[config.mk]
export PLATFORM = sky130hd
export DESIGN_NAME = bpcs_cell
export DESIGN_NICKNAME = d
export VERILOG_FILES = /design/src/rtl/core/bpcs_pkg.sv /design/src/rtl/core/bpcs_cell.sv
export SDC_FILE = /design/constraint.sdc
export NUM_CORES = 2
export LEC_CHECK = 0
export ABC_AREA = 1
export BUFFER_PORTS_ARGS = -buffer_cell sky130_fd_sc_hd__buf_2
export CAP_MARGIN = 20
export CORE_MARGIN = 4
export CORE_UTILIZATION = 49
export CTS_CLUSTER_SIZE = 24
export DETAILED_ROUTE_END_ITERATION = 10
export GPL_TIMING_DRIVEN = 1
export PLACE_DENSITY_LB_ADDON = 0.15
export SYNTH_ARGS = -nofsm -noshare
export SYNTH_HDL_FRONTEND = slang
export SYNTH_SLANG_ARGS = --single-unit
export TNS_END_PERCENT = 20
[constraint.sdc]
create_clock -name clock -period 13 [get_ports clock]
set_clock_uncertainty 0.2 [all_clocks]
set_input_delay 1.3 -clock clock [delete_from_list [all_inputs] [get_ports clock]]
set_output_delay 1.3 -clock clock [all_outputs]
set_load 0.05 [all_outputs]
[src/rtl/core/bpcs_pkg.sv]
// ----------------------------------------------------------------------------
// Box placement package
// Shared types, operation codes and register indexes for the box table.
// ----------------------------------------------------------------------------
package bpcs_pkg;

   localparam int SizeBits = 15;
   localparam int AreaBits = 31;

   localparam logic [1:0] OP_PLACE = 2'd0;
   localparam logic [1:0] OP_EVAL  = 2'd1;
   localparam logic [1:0] OP_POINT = 2'd2;
   localparam logic [1:0] OP_CLEAR = 2'd3;

   localparam logic [1:0] REG_SIZE_X = 2'd0;
   localparam logic [1:0] REG_SIZE_Y = 2'd1;
   localparam logic [1:0] REG_SIZE_Z = 2'd2;

   localparam logic [AreaBits-1:0] AreaMax = {AreaBits{1'b1}};

   typedef logic [SizeBits-1:0] size_type;

   typedef struct packed {
      logic       valid;
      logic [1:0] op;
      logic       last;
   } token_type;

   typedef struct packed {
      logic             ovl;
      logic             hit;
      logic [AreaBits:0] sup;
   } acc_type;

endpackage

[src/rtl/core/bpcs_cell.sv]
// ----------------------------------------------------------------------------
// Box table cell
// Holds one placed box, compares it with the query passing by and hands the
// query and the running results to the next cell.
// ----------------------------------------------------------------------------
module bpcs_cell #(
   parameter int CoordBits = 16
) (
   input  logic                               clock,
   input  logic                               reset,
   input  logic                               wr_en,
   input  logic                               wr_valid,
   input  logic                               clr,
   input  logic signed [CoordBits-1:0]        wr_pos [3],
   input  bpcs_pkg::size_type                 wr_size [3],
   input  bpcs_pkg::token_type                tok_in,
   input  logic signed [CoordBits-1:0]        qp_in [3],
   input  bpcs_pkg::size_type                 qd_in [3],
   input  bpcs_pkg::acc_type                  acc_in,
   output bpcs_pkg::token_type                tok_out,
   output logic signed [CoordBits-1:0]        qp_out [3],
   output bpcs_pkg::size_type                 qd_out [3],
   output bpcs_pkg::acc_type                  acc_out
);
   import bpcs_pkg::*;

   localparam int EB = ((CoordBits > SizeBits) ? CoordBits : SizeBits) + 2;

   logic                        valid_ff;
   logic signed [CoordBits-1:0] ep_ff [3];
   size_type                    es_ff [3];
   token_type                   tok_ff;
   logic signed [CoordBits-1:0] qp_ff [3];
   size_type                    qd_ff [3];
   acc_type                     acc_ff, acc_in2;

   logic signed [EB-1:0] alo [3], ahi [3], blo [3], bhi [3];
   logic                 ovl, hit, top;
   logic signed [EB-1:0] lo_x, hi_x, lo_z, hi_z;
   logic [SizeBits:0]    wx, wz;
   logic [AreaBits:0]    prod, sum;

   always_comb begin
      for (int k = 0; k < 3; k++) begin
         alo[k] = EB'(ep_ff[k]);
         ahi[k] = alo[k] + EB'($signed({1'b0, es_ff[k]}));
         blo[k] = EB'(qp_in[k]);
         bhi[k] = blo[k] + EB'($signed({1'b0, qd_in[k]}));
      end
      ovl = valid_ff;
      hit = valid_ff;
      for (int k = 0; k < 3; k++) begin
         if (ahi[k] <= blo[k] || bhi[k] <= alo[k]) ovl = 1'b0;
         if (blo[k] < alo[k] || blo[k] >= ahi[k]) hit = 1'b0;
      end
      top  = valid_ff && (ahi[1] == blo[1]);
      lo_x = (alo[0] > blo[0]) ? alo[0] : blo[0];
      hi_x = (ahi[0] < bhi[0]) ? ahi[0] : bhi[0];
      lo_z = (alo[2] > blo[2]) ? alo[2] : blo[2];
      hi_z = (ahi[2] < bhi[2]) ? ahi[2] : bhi[2];
      wx = (top && lo_x < hi_x) ? (SizeBits+1)'(hi_x - lo_x) : '0;
      wz = (top && lo_z < hi_z) ? (SizeBits+1)'(hi_z - lo_z) : '0;
      prod = (AreaBits+1)'(wx) * (AreaBits+1)'(wz);
      sum  = acc_in.sup + prod;
      acc_in2.ovl = acc_in.ovl | ovl;
      acc_in2.hit = acc_in.hit | hit;
      acc_in2.sup = (sum > {1'b0, AreaMax}) ? {1'b0, AreaMax} : sum;
   end

   always_ff @(posedge clock) begin
      if (reset || clr) begin
         valid_ff <= 1'b0;
      end else if (wr_en) begin
         valid_ff <= wr_valid;
      end
      if (wr_en) begin
         ep_ff <= wr_pos;
         es_ff <= wr_size;
      end
      if (reset) begin
         tok_ff <= '0;
      end else begin
         tok_ff <= tok_in;
      end
      qp_ff  <= qp_in;
      qd_ff  <= qd_in;
      acc_ff <= acc_in2;
   end

   assign tok_out = tok_ff;
   assign qp_out  = qp_ff;
   assign qd_out  = qd_ff;
   assign acc_out = acc_ff;

endmodule

After elaboration in Yosys (flattened, before gate mapping)
Cells that the tools add are included.
{"block": "word_totals", "reg_bits": 225, "word_cells": 73, "output_inout_bits": 131, "in_bits": 229}
{"block": "op_classes", "mux": 12, "magnitude_cmp": 19, "add_sub_neg": 9, "reduce_logical": 10, "bitwise": 2, "n_eq_ne": 1, "n_mul": 1}
{"op": "$add A16 B16 Y17", "count": 6}
{"op": "$le A17 B16 Y1", "count": 6}
{"op": "$mux W18", "count": 4}
{"op": "$ge A16 B17 Y1", "count": 3}
{"op": "$lt A16 B16 Y1", "count": 3}
{"op": "$lt A18 B18 Y1", "count": 2}
{"op": "$lt A17 B17 Y1", "count": 2}
{"op": "$add A32 B32 Y32", "count": 1}
{"op": "$gt A16 B16 Y1", "count": 2}
{"op": "$gt A32 B31 Y1 const B", "count": 1}
{"op": "$mul A16 B16 Y32", "count": 1}
{"op": "$mux W16", "count": 2}
{"op": "$sub A16 B16 Y16", "count": 2}
{"op": "$eq A17 B16 Y1", "count": 1}
{"op": "$logic_or A1 B1 Y1", "count": 7}
{"op": "$mux W1", "count": 6}
{"op": "$logic_and A1 B1 Y1", "count": 3}
{"op": "$or A1 B1 Y1", "count": 2}

Logic depth before layout (Yosys ltp)
{"block": "logic_depth", "depth_word": 9, "depth_mapped": 69, "mapped_depth_nobuf": 66}

Worst setup path after synthesis
No wires, ideal clock.
{"block": "synth_timing", "path_type": "in2reg", "start": "input qp_in[0] (netlist bit)", "end": "register acc_ff (netlist bit acc_out[29])", "path_buffers": 1, "t_required_ps": 12688, "setup_ps": 112, "path_slack_ps": 1964, "path_stages": 62, "arrival_time_ps": 10724, "path_cell_list": "ha_1 > inv_1 > fa_1 > inv_1 > nand3_1 > nand2_2 > a21oi_1 > o21ai_0 > xor2_1 > inv_1 > ha_1 > nand2_1 > nor2_1 > o2111ai_1 > nand3_1 > nand2_1 > inv_1 > nand2_1 > [26 not listed] > fa_1 > inv_1 > fa_1 > fa_1 > inv_1 > fa_1 > inv_1 > ha_1 > nand2_1 > nor4_1 > nand3_1 > nand3_1 > a31o_2 > nand2_1 > nand2_1 > nand2_1 > nand2_1 > nand2_1"}
{"block": "synth_via", "elab_chain_len": 9, "word_cells_on_any_way": 12, "classes_between": "add/sub (3); mul (1); order compare (4); mux (3); reduce/logical (1)"}
{"item": "from (decl)", "line": "bpcs_cell.sv:17", "text": "input logic signed [CoordBits-1:0] qp_in [3],"}
{"item": "$add A16 B16 Y17", "line": "bpcs_cell.sv:48", "text": "bhi[k] = blo[k] + EB'($signed({1'b0, qd_in[k]}));"}
{"item": "$lt A17 B17 Y1", "line": "bpcs_cell.sv:60", "text": "hi_z = (ahi[2] < bhi[2]) ? ahi[2] : bhi[2];"}
{"item": "$mux W18", "line": "bpcs_cell.sv:60"}
{"item": "$lt A18 B18 Y1", "line": "bpcs_cell.sv:62", "text": "wz = (top && lo_z < hi_z) ? (SizeBits+1)'(hi_z - lo_z) : '0;"}
{"item": "$logic_and A1 B1 Y1", "line": "bpcs_cell.sv:62"}
{"item": "$mux W16 (*)", "line": "bpcs_cell.sv:62"}
{"item": "$mul A16 B16 Y32 (*)", "line": "bpcs_cell.sv:63", "text": "prod = (AreaBits+1)'(wx) * (AreaBits+1)'(wz);"}
{"item": "$add A32 B32 Y32 (*)", "line": "bpcs_cell.sv:64", "text": "sum = acc_in.sup + prod;"}
{"item": "$gt A32 B31 Y1", "line": "bpcs_cell.sv:67", "text": "acc_in2.sup = (sum > {1'b0, AreaMax}) ? {1'b0, AreaMax} : sum;"}
{"item": "to (signal assigned)", "line": "bpcs_cell.sv:87", "text": "acc_ff <= acc_in2;"}
{"item": "to (decl)", "line": "bpcs_cell.sv:35", "text": "acc_type acc_ff, acc_in2;"}
Every way passes the cells marked *; elsewhere a longest branch is shown, timed or not.
A chain may end at the register's enable or synchronous reset.

Worst setup path after layout
Ends and elaborated chain as after synthesis.

==> flow_summary.toml <==
[clock_network]
clk_path_buf_depth = 3
cts_tree = "yes"
cts.clk_slew.worst_paths_ns = 0.06
clock_sinks = 225
htreeDepth = 1
hold_buffers = 0
cts_made_buffers = 25
clock_latency_ns = 0.56
root_buffer = "clkbuf_16"

[timing]
period_share_pct = 92.8
setup_ws_ns = 0.937
slew_headroom_pct = 33.4
report.final.slew_viol_count = 0
setup_tns_ns = 0
setup_viol = 0
hold_violations = 0
tightestPinTransition_ns = 0.997
layout_min_cycle_time_ns = 12.06
grt_setup_unrepaired = "no"
fmax_mhz = 82.9

[synthesis]
synth_top_area_share_pct = 19.2
syn_inst = 3611
postSynthRegisterBits = 225
yosys.area.top_type = "ha_1"
synthArstFlopShare_pct = 0
synthFlopType = "dfxtp_1"
yosysUniqueCellTypes = 57
ys_seq_area_share_pct = 19.5
syn_area_per_cell_um2 = 7.72
synth.cell_area_mm2 = 0.0279
synth_area_leaders = "ha_1 (19%), fa_1 (17%), inv_1 (11%)"
syn_nets = 4501
yosys.cell_count.top_type = "inv_1"
ys_top_cells_by_count = "inv_1 (790), nand2_1 (712), ha_1 (428), nor2_1 (240), fa_1 (233)"
yosys_warnings = 0
synth_edf_count = 93

[floorplanning]
start_util_pct = 49.5
die_area_mm2 = 0.0608
rows = 87
die_w_um = 247
pin_count = 360
die_h_um = 247
core_mm2 = 0.0564

[setup_path]
cp_max_fo = 20
arrival_ns = 12.31
critical_path_class = "input pin to register"
rr_worst_depth = 63
critPathSlowestCell = "fa_1"
max_stage_delay_ns = 0.54
end_kind = "register"
crit_top_cell = "nand2_1"
start_kind = "input pin"
cp.required_ns = 13.25

[route]
wl_mm = 76.9
drt_iter0_drc = 1348
num_vias = 24223
vias_per_cell = 5.08
drc = 0
drtPass1Iterations = 6
post_drt_wl_per_cell_um = 16.1
ant_nets = 0

[run_status]
status = "completed"

[layout]
post_route_cells_drive_above_1_share_pct = 12.9
area.growth.synth_to_final_pct = 13.4
num-nets-final = 4880
fin_util_pct = 56.1
fillerInstances = 5624
fin_cells = 4766

[grt]
grt_pass1_wl_mm = 122
globalRouteOverflowTotal = 0
grt_util_all_layers_pct = 25.2
grt_max_degree = 60
antenna_found_initial = 4
grt_pass1_vias = 24056

[worst_hold_path]
min_path_cells = 2
hold_path.class = "register to register"

[placement]
place.detailed.hpwl_mm = 66.5
placed_cells = 4718
numPortBuffers = 359
dp_slack_ns = 0.201
place.gp.congestion = 0.978

[power]
irDropWorstVdd_uv = 138
p_per_area_mw_per_mm2 = 109
p_leak_uw = 0.0169

[flow_run]
maxCapViolCount = 0
logic make-up after synthesis:
family | Yosys count | share of synthesized area, %
other | 1 | 0.0134
adder cells (fa/ha/maj) | 661 | 35.9
XOR/XNOR | 115 | 3.64
multiplexers | 1 | 0.0359
buffers and inverters | 856 | 11.9
flip-flops | 225 | 19.5
AND/OR/NAND/NOR | 1315 | 20.2
AO/OA/AOI/OAI | 437 | 8.77
layer usage:
| metal | track usage, % | vias to the layer above | share of wire, % |
|---|---|---|---|
| met5 | 0 | - | 0.035 |
| met4 | 8.94 | 4 | 4.0 |
| met1 | 31.8 | 11223 | 42 |
| met3 | 3.74 | 167 | 5.5 |
| li1 | - | 12202 | - |
| met2 | 44.1 | 627 | 48 |
report_power, final:
part | internal, µW | total, µW | switching [µW] | leakage [µW]
Sequential | 784 | 805 | 21.4 | 0.00202
Combinational | 661 | 1890 | 1230 | 0.0145
Clock | 431 | 737 | 305 | 0.000425
Total | 1880 | 3430 | 1560 | 0.0169
registers in the layout (all words and copies together), names as in the netlist:
signal	cells
alo	48
tok_out	4
qp_out	48
valid_ff	1
acc_out	34
es_ff	45
qd_out	45
cell usage in the layout, fill, tap and decap left out, drive strengths merged, types with 93 or more instances in the layout:
cell	n
nand2	729
nor2	246
buf	408
nand3	212
ha	428
a21oi	223
fa	233
o21ai	127
edfxtp	93
inv	803
dfxtp	132
cell type report:
cell class                 count  area (µm²)  area share [%]
multi-input combinational   2530       19200            60.6
inverter                     800        3010            9.52
antenna                        1        2.50         0.00792
tap                          756         946            2.99
sequential                   225        5440            17.2
clock buffer                  32         704            2.23
timing repair buffer         408        2180            6.90
clock inverter                14         164           0.519
critical path: cells and delay by family:
kind	cells	cell delay, ns
adders and majority gates	11	4.70
and+or+nand+nor	29	3.46
buffers and inverters	13	1.44
AOI/OAI and AO/OA	7	1.08
xor gates and xnor gates	1	0.29
path summary, 6_finish.rpt:
kind	from	to	slack [ns]
hold reg to reg	valid_ff	valid_ff	0.42
setup reg to reg	alo[0]	acc_out[29]	0.97
setup / recovery	qp_in[0]	acc_out[29]	0.94
hold / removal	valid_ff	valid_ff	0.42
per-stage QoR:
step / total power (µW) / instance area (µm²) / hold slack (ns)
final: 3430 / 31600 / 0.419
after global routing: 3750 / 31600 / 0.470
after CTS: 3450 / 31600 / 0.419
after detailed placement: 2690 / 30700 / 0.406
after global placement: 2690 / 30700 / 0.427
after floorplan: 2240 / 27900 / 0.319
what timing repair did:
item / in CTS / in global routing
endpoints found under the setup margin: 0 / 31
resized for setup: 0 / 10
buffers inserted: 0 / 1
(Power assumes the default switching activity.)
